File: src/sv/sdts_pkg.sv
// ----------------------------------------------------------------------------
// sdts_pkg
// Shared constants, types and command codes of the stable dependency sorter.
// ----------------------------------------------------------------------------
`default_nettype none

package sdts_pkg;

  localparam int MAX_NODES = 64;
  localparam int MAX_EDGES = 256;
  localparam int KEY_BITS  = 32;

  // Port widths fixed by the word format
  localparam int REQ_W  = 2;
  localparam int PKEY_W = 32;
  localparam int PIDX_W = 6;
  localparam int KIND_W = 3;

  localparam int NODE_IW = $clog2(MAX_NODES);
  localparam int NODE_CW = $clog2(MAX_NODES + 1);
  localparam int EDGE_IW = $clog2(MAX_EDGES);
  localparam int EDGE_CW = $clog2(MAX_EDGES + 1);
  localparam int UNMET_W = $clog2(MAX_EDGES + 1);

  localparam logic [REQ_W-1:0] REQ_NODE   = 2'd0;
  localparam logic [REQ_W-1:0] REQ_EDGE   = 2'd1;
  localparam logic [REQ_W-1:0] REQ_SORT   = 2'd2;
  localparam logic [REQ_W-1:0] REQ_UNUSED = 2'd3;

  localparam logic [KIND_W-1:0] KIND_NODE_ADDED = 3'd0;
  localparam logic [KIND_W-1:0] KIND_NODE_FULL  = 3'd1;
  localparam logic [KIND_W-1:0] KIND_EDGE_OK    = 3'd2;
  localparam logic [KIND_W-1:0] KIND_DEP_MISS   = 3'd3;
  localparam logic [KIND_W-1:0] KIND_EDGE_FULL  = 3'd4;
  localparam logic [KIND_W-1:0] KIND_ORDER      = 3'd5;
  localparam logic [KIND_W-1:0] KIND_CYCLE      = 3'd6;
  localparam logic [KIND_W-1:0] KIND_EMPTY      = 3'd7;

  typedef struct packed {
    logic [NODE_IW-1:0] dependent;
    logic [NODE_IW-1:0] dependency;
  } edge_t;

  typedef enum logic [3:0] {
    OP_NONE,
    OP_LATCH,
    OP_NODE,
    OP_KEY_RD,
    OP_KEY_CMP,
    OP_EDGE_RES,
    OP_UNMET_INC,
    OP_EMPTY,
    OP_SCAN_INC,
    OP_SCAN_RST,
    OP_EMIT_ORDER,
    OP_EDGE_RD,
    OP_EDGE_CHK,
    OP_UNMET_DEC,
    OP_EMIT_CYCLE
  } op_e;

  typedef struct packed {
    logic out_free;
    logic scan_end;
    logic key_hit;
    logic edge_ok;
    logic empty;
    logic cand;
    logic cycle_cand;
    logic last_emit;
    logic edge_end;
    logic edge_hit;
  } status_t;

endpackage

`default_nettype wire

File: src/sv/sdts_ctrl.sv
// ----------------------------------------------------------------------------
// sdts_ctrl
// Controller: sequences node loads, key searches, edge records and the sort.
// ----------------------------------------------------------------------------
`default_nettype none

module sdts_ctrl (
  input  wire logic                        clk_i,
  input  wire logic                        rst_ni,
  input  wire logic                        in_valid_i,
  input  wire logic [sdts_pkg::REQ_W-1:0]  req_type_i,
  input  wire sdts_pkg::status_t           status_i,
  output logic                             in_ready_o,
  output sdts_pkg::op_e                    op_o
);
  import sdts_pkg::*;

  typedef enum logic [12:0] {
    ST_IDLE  = 13'b0000000000001,
    ST_NODE  = 13'b0000000000010,
    ST_ESCAN = 13'b0000000000100,
    ST_ECMP  = 13'b0000000001000,
    ST_ERES  = 13'b0000000010000,
    ST_EINC  = 13'b0000000100000,
    ST_SORT  = 13'b0000001000000,
    ST_PSCAN = 13'b0000010000000,
    ST_PEMIT = 13'b0000100000000,
    ST_WRD   = 13'b0001000000000,
    ST_WCHK  = 13'b0010000000000,
    ST_WDEC  = 13'b0100000000000,
    ST_CSCAN = 13'b1000000000000
  } state_e;

  state_e state_q, state_d;

  assign in_ready_o = (state_q == ST_IDLE);

  always_comb begin
    state_d = state_q;
    op_o    = OP_NONE;
    unique case (state_q)
      ST_IDLE: begin
        if (in_valid_i) begin
          op_o = OP_LATCH;
          priority if (req_type_i == REQ_NODE) state_d = ST_NODE;
          else if (req_type_i == REQ_EDGE)     state_d = ST_ESCAN;
          else if (req_type_i == REQ_SORT)     state_d = ST_SORT;
          else                                 state_d = ST_IDLE;
        end
      end
      ST_NODE: begin
        if (status_i.out_free) begin
          op_o    = OP_NODE;
          state_d = ST_IDLE;
        end
      end
      ST_ESCAN: begin
        if (status_i.scan_end) begin
          state_d = ST_ERES;
        end else begin
          op_o    = OP_KEY_RD;
          state_d = ST_ECMP;
        end
      end
      ST_ECMP: begin
        op_o    = OP_KEY_CMP;
        state_d = status_i.key_hit ? ST_ERES : ST_ESCAN;
      end
      ST_ERES: begin
        if (status_i.out_free) begin
          op_o    = OP_EDGE_RES;
          state_d = status_i.edge_ok ? ST_EINC : ST_IDLE;
        end
      end
      ST_EINC: begin
        op_o    = OP_UNMET_INC;
        state_d = ST_IDLE;
      end
      ST_SORT: begin
        if (!status_i.empty) begin
          state_d = ST_PSCAN;
        end else if (status_i.out_free) begin
          op_o    = OP_EMPTY;
          state_d = ST_IDLE;
        end
      end
      ST_PSCAN: begin
        if (status_i.scan_end) begin
          op_o    = OP_SCAN_RST;
          state_d = ST_CSCAN;
        end else if (status_i.cand) begin
          state_d = ST_PEMIT;
        end else begin
          op_o = OP_SCAN_INC;
        end
      end
      ST_PEMIT: begin
        if (status_i.out_free) begin
          op_o    = OP_EMIT_ORDER;
          state_d = status_i.last_emit ? ST_IDLE : ST_WRD;
        end
      end
      ST_WRD: begin
        if (status_i.edge_end) begin
          op_o    = OP_SCAN_RST;
          state_d = ST_PSCAN;
        end else begin
          op_o    = OP_EDGE_RD;
          state_d = ST_WCHK;
        end
      end
      ST_WCHK: begin
        op_o    = OP_EDGE_CHK;
        state_d = status_i.edge_hit ? ST_WDEC : ST_WRD;
      end
      ST_WDEC: begin
        op_o    = OP_UNMET_DEC;
        state_d = ST_WRD;
      end
      ST_CSCAN: begin
        if (!status_i.cycle_cand) begin
          op_o = OP_SCAN_INC;
        end else if (status_i.out_free) begin
          op_o    = OP_EMIT_CYCLE;
          state_d = status_i.last_emit ? ST_IDLE : ST_CSCAN;
        end
      end
      default: state_d = ST_IDLE;
    endcase
  end

  always_ff @(posedge clk_i or negedge rst_ni) begin
    if (!rst_ni) begin
      state_q <= ST_IDLE;
    end else begin
      state_q <= state_d;
    end
  end

  a_onehot: assert property (@(posedge clk_i) disable iff (!rst_ni)
    $onehot(state_q)) else $error("state register not one-hot");
  a_walk_cand: assert property (@(posedge clk_i) disable iff (!rst_ni)
    (state_q == ST_PEMIT) |-> status_i.cand) else $error("picked node not ready");
  a_cscan_bound: assert property (@(posedge clk_i) disable iff (!rst_ni)
    (state_q == ST_CSCAN) |-> !status_i.scan_end) else $error("cycle scan ran past last node");

endmodule

`default_nettype wire

File: config.mk
export PLATFORM = sky130hd
export DESIGN_NAME = sdts_ctrl
export DESIGN_NICKNAME = d
export VERILOG_FILES = /design/src/sv/sdts_pkg.sv /design/src/sv/sdts_ctrl.sv
export SDC_FILE = /design/constraint.sdc
export NUM_CORES = 1
export LEC_CHECK = 0
export BUFFER_PORTS_ARGS = -buffer_cell sky130_fd_sc_hd__clkbuf_2
export CAP_MARGIN = 20
export CORE_AREA = 5 5 60 62
export DETAILED_ROUTE_END_ITERATION = 7
export DIE_AREA = 0 0 65 67
export PLACE_DENSITY_LB_ADDON = 0.05
export SLEW_MARGIN = 10
export SYNTH_ARGS = -nofsm -noshare
export SYNTH_HDL_FRONTEND = slang
export SYNTH_SLANG_ARGS = --single-unit
export TNS_END_PERCENT = 5
File: constraint.sdc
create_clock -name clk_i -period 2.4 [get_ports clk_i]
set_input_delay 0.12 -clock clk_i [delete_from_list [all_inputs] [get_ports clk_i]]
set_output_delay 0.12 -clock clk_i [all_outputs]
set_load 0.05 [all_outputs]
==> results.cfg <==
[outcome]
outcome = completed

[clock_network]
clock_latency_ns = 0.28
clkSinkCount = 13
cts_root_buf = clkbuf_4
clk_pin_slew_ns = 0.09
h-tree-depth = 1
cts.path.max_buffers = 2
cts_buffers = 3
cts_tree = yes

[grt]
first_global_vias = 1497
grt_pass1_wl_mm = 7.196
grt_max_degree = 14
gr-total-overflow = 0
antenna_found_initial = 0
grt_use_total_pct = 21.49

[floorplanning]
die_area_um2 = 4355
core_area_um2 = 2978
die_h_um = 67
rows = 20
io_pins = 20
start_util_pct = 43.99
die_w_um = 65

[finish]
stdcell_count = 230
multi_input_comb_area_um2 = 850.8
n_antenna_cell = 0
final_core_util_pct = 56.34
layout-drive-gt1-share_pct = 41.12
area_growth_pct = 28.08
largest_reg_flops = 13
n_fill_cell = 295
fin_nets = 213
largest_register = state_q
reg_top3 = state_q (13)
register_area_um2 = 335.3

[power_and_ir_drop]
powerDensity_nw_per_um2 = 941.8
vdd_ir_drop_max_mv = 0.3600
power_leakage_nw = 0.7756

[sta]
relSlewSlack_pct = 58.77
post-route-period-util_pct = 99.95
fin_crit_ns = 2.399
rsz0062_at_grt = true
hold_viol_final = 0
tightest_slew_ns = 0.6089
setup_violations = 0
clock.fmax_ghz = 0.4169
finClkSkew_ns = 0.0004825
slew_viol_final = 0

[routing]
routed_wl_mm = 4.084
wire_per_inst_um = 17.76
drc = 0
first_pass_iters = 4
drt_iter0_drc = 77
vias = 1425
drtAntennaViolNets = 0
via_per_inst = 6.196

[critical_path]
crit_required_ns = 2.28
crit_arrival_ns = 2.28
cp-end-kind = output pin
criticalPathCategory = flop to output pin
reg2reg_slack_ns = 0.14
timing.critical_path.to = op_o[0]
worstPathMaxFanout = 10
r2r-start = state_q[1]
rr_worst_depth = 6
worstSetupStartpoint = state_q[2]
start_kind = flop
timing.rr.end = state_q[1]

[placement]
hpwl_mm = 3.236
port_buffers = 19
dp.cells = 215
place.gp.congestion = 0.9862

[synthesis]
ys_seq_elements = 13
syn-cell-area_um2 = 1310
synth_nets = 168
yosys_warnings = 0
ys_types = 55
synthFlopType = dfrtp_1
ys_seq_area_share_pct = 24.93
syn_avg_cell_area_um2 = 8.562
synthArstFlopShare_pct = 100.0
syn_inst = 153
synth_edf_count = 0

[worst_hold_path]
hp-class = input pin to flop

[flow_run]
cap_viol_max_count = 0
-- worst max-delay path, cell delays in order (launching register included) --
cell and delay, ns:
dfrtp_2 0.49, or4b_4 0.54, or4_4 0.54, clkinvlp_4 0.11, nand2_1 0.06, nand4_1 0.11
buf_8 0.16
-- per-layer routing --
metal,GRT usage (%),part of all wire [%],up-vias
met5,0,0,-
met4,8.443,2.5,0
met3,4.047,6.4,11
met1,26.93,44,661
met2,36.14,47,69
li1,-,-,684
-- power by group --
part           switching (W)  internal, W
Clock              0.0000817    0.0000646
Sequential         0.0000469     0.000255
Combinational       0.000597     0.000535
-- cells by family after synthesis --
kind of cell | after synthesis | share of synthesized area (%)
AND/OR/NAND/NOR | 76 | 37.06
XOR/XNOR | 6 | 4.011
multiplexers | 2 | 1.719
buffers and inverters | 21 | 10.98
flip-flops | 13 | 24.93
AO/OA/AOI/OAI | 35 | 21.30
-- per-stage QoR --
stage	instance area (µm²)	hold slack (ns)	worst slack, ns	total power (W)	TNS [ns]
2_1_floorplan	1314	-0.1756	-0.05933	0.0009971	-0.05933
3_3_place_gp	1518	0.04851	0.08295	0.001333	0
3_5_place_dp	1518	0.04843	0.1476	0.001324	0
4_1_cts	1605	0.04322	-0.02273	0.001513	-0.03919
5_1_grt	1678	0.06017	-0.08336	0.001695	-0.1822
6_report	1678	0.05164	0.001112	0.001580	0
-- cell type report --
class                           instances  share of cell area [%]
Multi-Input combinational cell        119                   50.71
Inverter                                9                   2.237
Sequential cell                        13                   19.99
Timing Repair Buffer                   52                   23.04
Clock buffer                            4                   1.566
Tap cell                               33                   2.461
-- placed cells by master (no fill, tap or decap), types with 6 or more instances in the layout --
cell type,count
buf_4,30
nand4_1,11
inv_1,8
nor2_1,13
dfrtp_2,7
nor3_1,11
clkbuf_2,15
o21ai_0,6
nand2_1,11
-- repair_timing --
action	CTS	global route
pin swaps	0	6
gates resized for setup	9	12
endpoints found under the hold margin	12	0
endpoints found under the setup margin	4	4
hold buffers	1	0
cloned	0	0
buffers inserted	3	7
-- synthesized netlist by cell type, types with 2 or more instances --
cell | count | area, µm²
a22oi_1 | 2 | 15.01
mux2_2 | 2 | 22.52
clkbuf_1 | 2 | 7.510
dfrtp_1 | 12 | 300.3
a21o_2 | 2 | 17.52
nand4_1 | 11 | 68.82
nor4_1 | 3 | 18.77
or4_4 | 2 | 22.52
o21ai_0 | 6 | 30.03
nand2_1 | 11 | 41.29
buf_2 | 2 | 10.01
nand3_1 | 5 | 25.02
nor4_4 | 3 | 63.81
or3_1 | 2 | 12.51
nor4b_1 | 4 | 35.03
o211ai_1 | 2 | 15.01
nor3_1 | 12 | 60.06
a21oi_1 | 4 | 20.02
or4_1 | 2 | 15.01
inv_1 | 9 | 33.78
xor2_1 | 5 | 43.79
clkbuf_8 | 2 | 27.53
nor2_1 | 13 | 48.80
buf_6 | 4 | 45.04
-- worst min path at each step --
stage | from | end | slack [ns] | cells after the start
6_report | status_i[1] | state_q[10] | 0.05 | 2
5_1_grt | status_i[6] | state_q[5] | 0.06 | 3
4_1_cts | status_i[1] | state_q[10] | 0.04 | 2
3_5_place_dp | rst_ni | state_q[7] | 0.05 | 1
3_3_place_gp | rst_ni | state_q[7] | 0.05 | 1
2_1_floorplan | rst_ni | state_q[10] | -0.18 | 0
(Power assumes the default switching activity.)
